**src/sv/fetc_pkg.sv**
```systemverilog
`timescale 1ns / 1ps
// Shared types, constants and constant tables for the FET-style compressor.
// No dependencies; imported by fetc_mul, fet_compressor_sample and the testbench.
package fetc_pkg;

  localparam int SAMPLE_W = 16;
  localparam int MUL_W    = 34;
  localparam int PROD_W   = 2 * MUL_W;

  // configuration register indexes
  localparam logic [2:0] REG_THRESH  = 3'd0;
  localparam logic [2:0] REG_SCALE   = 3'd1;
  localparam logic [2:0] REG_RATIO   = 3'd2;
  localparam logic [2:0] REG_MAKEUP  = 3'd3;
  localparam logic [2:0] REG_WET     = 3'd4;
  localparam logic [2:0] REG_RMS     = 3'd5;
  localparam logic [2:0] REG_ATTACK  = 3'd6;
  localparam logic [2:0] REG_RELEASE = 3'd7;

  // ratio select codes
  localparam logic [2:0] RSEL_4   = 3'd0;
  localparam logic [2:0] RSEL_8   = 3'd1;
  localparam logic [2:0] RSEL_12  = 3'd2;
  localparam logic [2:0] RSEL_20  = 3'd3;
  localparam logic [2:0] RSEL_ALL = 3'd4;
  localparam logic [2:0] RSEL_4B  = 3'd5;
  localparam logic [2:0] RSEL_8B  = 3'd6;
  localparam logic [2:0] RSEL_12B = 3'd7;

  // fixed-point constants (Q.16 unless noted; WET_FULL is 1.0 in Q.15)
  localparam logic [24:0] ONE_Q16      = 25'h0_10000;
  localparam logic [24:0] RATIO4_Q16   = 25'h0_40000;
  localparam logic [24:0] RATIO8_Q16   = 25'h0_80000;
  localparam logic [24:0] RATIO12_Q16  = 25'h0_C0000;
  localparam logic [24:0] RATIO20_Q16  = 25'h1_40000;
  localparam int          DB5_Q16      = 327680;
  localparam logic [15:0] LN2_Q16      = 16'd45426;
  localparam logic [15:0] L2_DB_Q16    = 16'd10885;
  localparam logic [15:0] WET_FULL     = 16'd32768;

  // floor square root of a 64-bit value (elaboration only)
  function automatic logic [31:0] isqrt64(input logic [63:0] v);
    logic [63:0] rem;
    logic [63:0] res;
    logic [63:0] bitv;
    rem  = v;
    res  = '0;
    bitv = 64'h4000_0000_0000_0000;
    for (int i = 0; i < 32; i++) begin
      if (rem >= res + bitv) begin
        rem = rem - (res + bitv);
        res = (res >> 1) + bitv;
      end else begin
        res = res >> 1;
      end
      bitv = bitv >> 2;
    end
    return res[31:0];
  endfunction

  // 2^(-2^-k) in Q0.32, formed by k truncated square roots of one half
  function automatic logic [31:0] pow_root(input int k);
    logic [63:0] v;
    v = 64'h0000_0000_8000_0000;
    for (int j = 0; j < k; j++) begin
      v = {32'd0, isqrt64({v[31:0], 32'd0})};
    end
    return v[31:0];
  endfunction

  localparam logic [31:0] POW_TAB [16] = '{
    pow_root(1),  pow_root(2),  pow_root(3),  pow_root(4),
    pow_root(5),  pow_root(6),  pow_root(7),  pow_root(8),
    pow_root(9),  pow_root(10), pow_root(11), pow_root(12),
    pow_root(13), pow_root(14), pow_root(15), pow_root(16)
  };

endpackage

```
**src/sv/fetc_mul.sv**
```systemverilog
`timescale 1ns / 1ps
// Shared signed multiplier with operand and product registers.
// Depends on fetc_pkg for the operand width.
module fetc_mul
  import fetc_pkg::*;
(
  input  logic                     clk,
  input  logic                     ld,
  input  logic signed [MUL_W-1:0]  a_in,
  input  logic signed [MUL_W-1:0]  b_in,
  output logic signed [PROD_W-1:0] prod_r
);

  logic signed [MUL_W-1:0] a_r;
  logic signed [MUL_W-1:0] b_r;

  // capture operands on ld; the product register follows in the next cycle
  always_ff @(posedge clk) begin
    if (ld) begin
      a_r <= a_in;
      b_r <= b_in;
    end
    prod_r <= a_r * b_r;
  end

endmodule

```
**config.mk**
```make
export PLATFORM = sky130hd
export DESIGN_NAME = fetc_mul
export DESIGN_NICKNAME = d
export VERILOG_FILES = /design/src/sv/fetc_pkg.sv /design/src/sv/fetc_mul.sv
export SDC_FILE = /design/constraint.sdc
export NUM_CORES = 2
export LEC_CHECK = 0
export ABC_AREA = 1
export BUFFER_PORTS_ARGS = -buffer_cell sky130_fd_sc_hd__buf_4
export CORE_UTILIZATION = 45
export DETAILED_ROUTE_END_ITERATION = 10
export PLACE_DENSITY = 0.6
export SLEW_MARGIN = 20
export SYNTH_ARGS = -nofsm -noshare
export SYNTH_HDL_FRONTEND = slang
export SYNTH_SLANG_ARGS = --single-unit
export TNS_END_PERCENT = 20
```
**constraint.sdc**
```tcl
create_clock -name clk -period 8.7 [get_ports clk]
set_input_delay 1.74 -clock clk [delete_from_list [all_inputs] [get_ports clk]]
set_output_delay 1.74 -clock clk [all_outputs]
set_load 0.01 [all_outputs]
```
Word-level counts from Yosys, hierarchy flattened

Index checks and enable logic that the tools add are counted.
W data, S select, Z words.

Register bits: 136
Bits of input ports: 70
Output and inout port bits: 68
Word-level logic and storage cells: 4

$mul: 1

Operators with widths:

| kind             | number |
|---|---|
| $mul A34 B34 Y68 | 1 |

Depth between registers and ports, before layout

Depth in word-level cells: 1
Gate-level depth with buffers: 35
Gate-level depth less buffers: 33

Worst setup path after synthesis

OpenSTA, ideal clock, no wires.

Path kind: register to register
Start point: reg a_r[33]
End point: reg prod_r[66]
Library setup time: 0.112 ns
Data arrival time: 7.083 ns
Data required time: 8.588 ns
Slack: 1.504 ns
Cell stages (with the launch flop): 27
Buffers on the path: 2
Clock period less this slack: 7.196 ns
Cell sequence: edfxtp_1 > clkbuf_1 > clkbuf_1 > nand2_1 > inv_1 > fa_1 > inv_1 > fa_1 > inv_1 > fa_1 > fa_1 > inv_1 > fa_1 > fa_1 > fa_1 > fa_1 > inv_1 > ha_1 > nand2_1 > nor2_1 > inv_1 > nor2_1 > nand2_1 > nor3_1 > nand2_2 > nand3_1 > nand2_1

Cells in the longest elaborated chain, start to end: 1

RTL lines:

| what                   | RTL line       | text |
|---|---|---|
| from (decl)            | fetc_mul.sv:14 | `logic signed [MUL_W-1:0] a_r;` |
| from (signal assigned) | fetc_mul.sv:20 | `a_r <= a_in;` |
| $mul A34 B34 Y68       | fetc_mul.sv:23 | `prod_r <= a_r * b_r;` |
| to (signal assigned)   | fetc_mul.sv:23 |  |
| to (decl)              | fetc_mul.sv:11 | `output logic signed [PROD_W-1:0] prod_r` |

Every way passes these cells.
A chain may end at the register's enable or synchronous reset.

Final worst setup path

Start point: reg b_r[20]
End point: reg prod_r[32]

Cells in the longest elaborated chain, start to end: 1

RTL lines:

| what                   | RTL line       | text |
|---|---|---|
| from (decl)            | fetc_mul.sv:15 | `logic signed [MUL_W-1:0] b_r;` |
| from (signal assigned) | fetc_mul.sv:21 | `b_r <= b_in;` |
| $mul A34 B34 Y68       | fetc_mul.sv:23 |  |

Every way passes these cells.

==> impl_metrics.ini <==
[setup_path]
path_class = reg -> reg
worst_ep_arrival_time_ns = 8.28
cp-start-kind = flop
slowest_stage = edfxtp_1
endpoint_kind = flop
crit_chain = buf_4, nand2_1, fa_1, fa_1, inv_1, fa_1, fa_1, fa_1, fa_1, fa_1, inv_1, fa_1, inv_1, ha_1, nand2_1, nand2_1, a21oi_1, o21ai_0, a21oi_1, nand2_1, xor2_1
cpMostUsedCell = fa_1
path_max_fanout = 21
cpPeakStageDelay_ns = 1.10
critPathRequiredTime_ns = 9.10

[timing]
hold_viol = 0
fmax_mhz = 127
finalSetupTns_ns = 0
worst_pin_slew_ns = 1.14
period_needed_ns = 7.88
finalSetupViolations = 0
fin_skew_ns = 0.0374
rsz0062_at_grt = no
relSlewSlack = 0.243
finalMaxSlewViolations = 0
fin_crit_sh = 0.906

[route]
routed_wl_um = 140000
viasPerCell = 4.85
drt_iter0_drc = 2718
firstDrtPassIters = 9
drc = 7
via_count = 36100
ant_nets = 0
wire_per_inst_um = 18.8

[clock_tree]
cts_hold_buf = 0
cts_buffer_depth = 2
clkSinkCount = 136
clkTransAtPathRegs_ns = 0.09
root_buffer = clkbuf_16
cts_resized = 0
cts_tree = built
clock_latency_ns = 0.55
htreeDepth = 4
cts_buffers = 17
post_cts_buffers = 0

[placement]
dp.final_hpwl_um = 121000
place_congestion = 0.970
dp_cells = 7413
io_buffers = 137

[min_path]
min_path_type = reg -> reg

[yosys]
synth-edff-count = 68
yosysSeqAreaShare = 0.0706
synth_area_per_cell_um2 = 8.00
synthFlopType = edfxtp_1
yosysMostFrequentCell = inv_1
syn_inst = 6026
syn-num-nets = 7541
synthTopCellsByCount = 2,099 x inv_1, 1,650 x nand2_1, 1,241 x fa_1
yosys.area.top_type = fa_1
synthTopCellsByArea = fa_1 52%, inv_1 16%, nand2_1 13%, ha_1 5.3%, edfxtp_1 4.2%
yosys_warnings = 0
async_reset_ff_frac = 0
ys_ff_latch = 136
yosysTopAreaCellShare = 0.516
synth_cell_type_count = 34
syn_area_um2 = 48200

[run_status]
status = finished, violations left
violations = design-rule violations

[flow_run]
drv_cap = 0

[global_routing]
use_met3 = 0.0358
grtUsageTotal = 0.274
grtUsageMet2 = 0.453
grt_max_degree = 43
antenna_found_initial = 2
grt_pass1_wl_um = 223000
grt_pass1_vias = 38300
gr-usage-met1 = 0.383
busiest_layer = met2
grt-ovfl-total = 0

[floorplan]
die_x_um = 329
initial_core_util = 0.456
die_y_um = 329
fp.dieArea_um2 = 108000
ios = 138
rows = 119
core_area_um2 = 106000

[layout]
diodes = 0
drive_above_1_share = 0.0589
nFillCells = 10500
final_nets = 7559
instances_no_fill = 7448
area_growth_pct = 7.18
cell families after synthesis:
kind of cell             after synthesis  synth area share
AO/OA/AOI/OAI                        111            0.0126
XOR/XNOR                              36           0.00654
adder cells (fa/ha/maj)             1445             0.569
buffers and inverters               2380             0.185
flip-flops                           136            0.0706
AND/OR/NAND/NOR                     1918             0.156
through the flow:
step           hold WS, ns  setup slack [ns]   util  instance area [um^2]
3_5_place_dp         0.884             0.877  0.483                 51000
4_1_cts              0.904             0.861  0.488                 51600
2_1_floorplan        0.627              1.50      -                 48200
3_3_place_gp         0.865             0.918  0.482                 51000
6_report             0.896             0.821  0.489                 51700
5_1_grt              0.948             0.396  0.489                 51700
cell type report:
type | count | area, um^2 | area share
multi-input cells | 3510 | 35900 | 0.694
clock buffers | 18 | 439 | 0.00850
clock inverters | 14 | 149 | 0.00288
flip-flops and latches | 136 | 3400 | 0.0659
inverters | 2109 | 7920 | 0.153
repair buffers | 270 | 2150 | 0.0416
well taps | 1391 | 1740 | 0.0337
critical path, delay by kind of cell, from the launching register on:
family | cells | cell delay, ns
AOI/OAI and AO/OA | 3 | 0.72
xor gates and xnor gates | 1 | 0.33
adders and majority gates | 9 | 4.50
buffers and inverters | 4 | 0.53
DFF | 1 | 1.10
and+or+nand+nor | 4 | 0.54
metal layers:
| metal | vias to the layer above | share of wire |
|---|---|---|
| met3 | 143 | 0.068 |
| li1 | 16300 | - |
| met4 | 2 | 0.022 |
| met2 | 1214 | 0.49 |
| met1 | 18500 | 0.42 |
| met5 | - | 0.000093 |
placed cells by master, fill, tap and decap left out, types with 11 or more instances in the layout:
cell type and instances:
edfxtp_1 68, nand2_2 11, xor2_1 31, nor2_2 11, nor2_1 115, nand2_1 1650
nor3_1 15, clkbuf_16 17, nand3_1 69, ha_1 204, nand4_1 20, o21ai_0 22
buf_4 257, inv_1 2098, fa_1 1241, a21oi_1 67, dfxtp_1 68, o21bai_1 13
final timing paths:
path,slack [ns],startpoint,cells after the start,to
setup / recovery,0.82,b_r[20]$_DFFE_PP_,21,prod_r[32]$_DFF_P_
hold / removal,0.90,b_r[1]$_DFFE_PP_,3,prod_r[1]$_DFF_P_
setup reg to reg,0.82,b_r[20]$_DFFE_PP_,21,prod_r[32]$_DFF_P_
hold reg to reg,0.90,b_r[1]$_DFFE_PP_,3,prod_r[1]$_DFF_P_
state kept, by name, summed over array words and instances (netlist names):
name and count:
prod_r 68, b_r 34, a_r 34
Power is not shown: default switching activity piles up to over one toggle a cycle in this logic, so the estimate is an artifact.
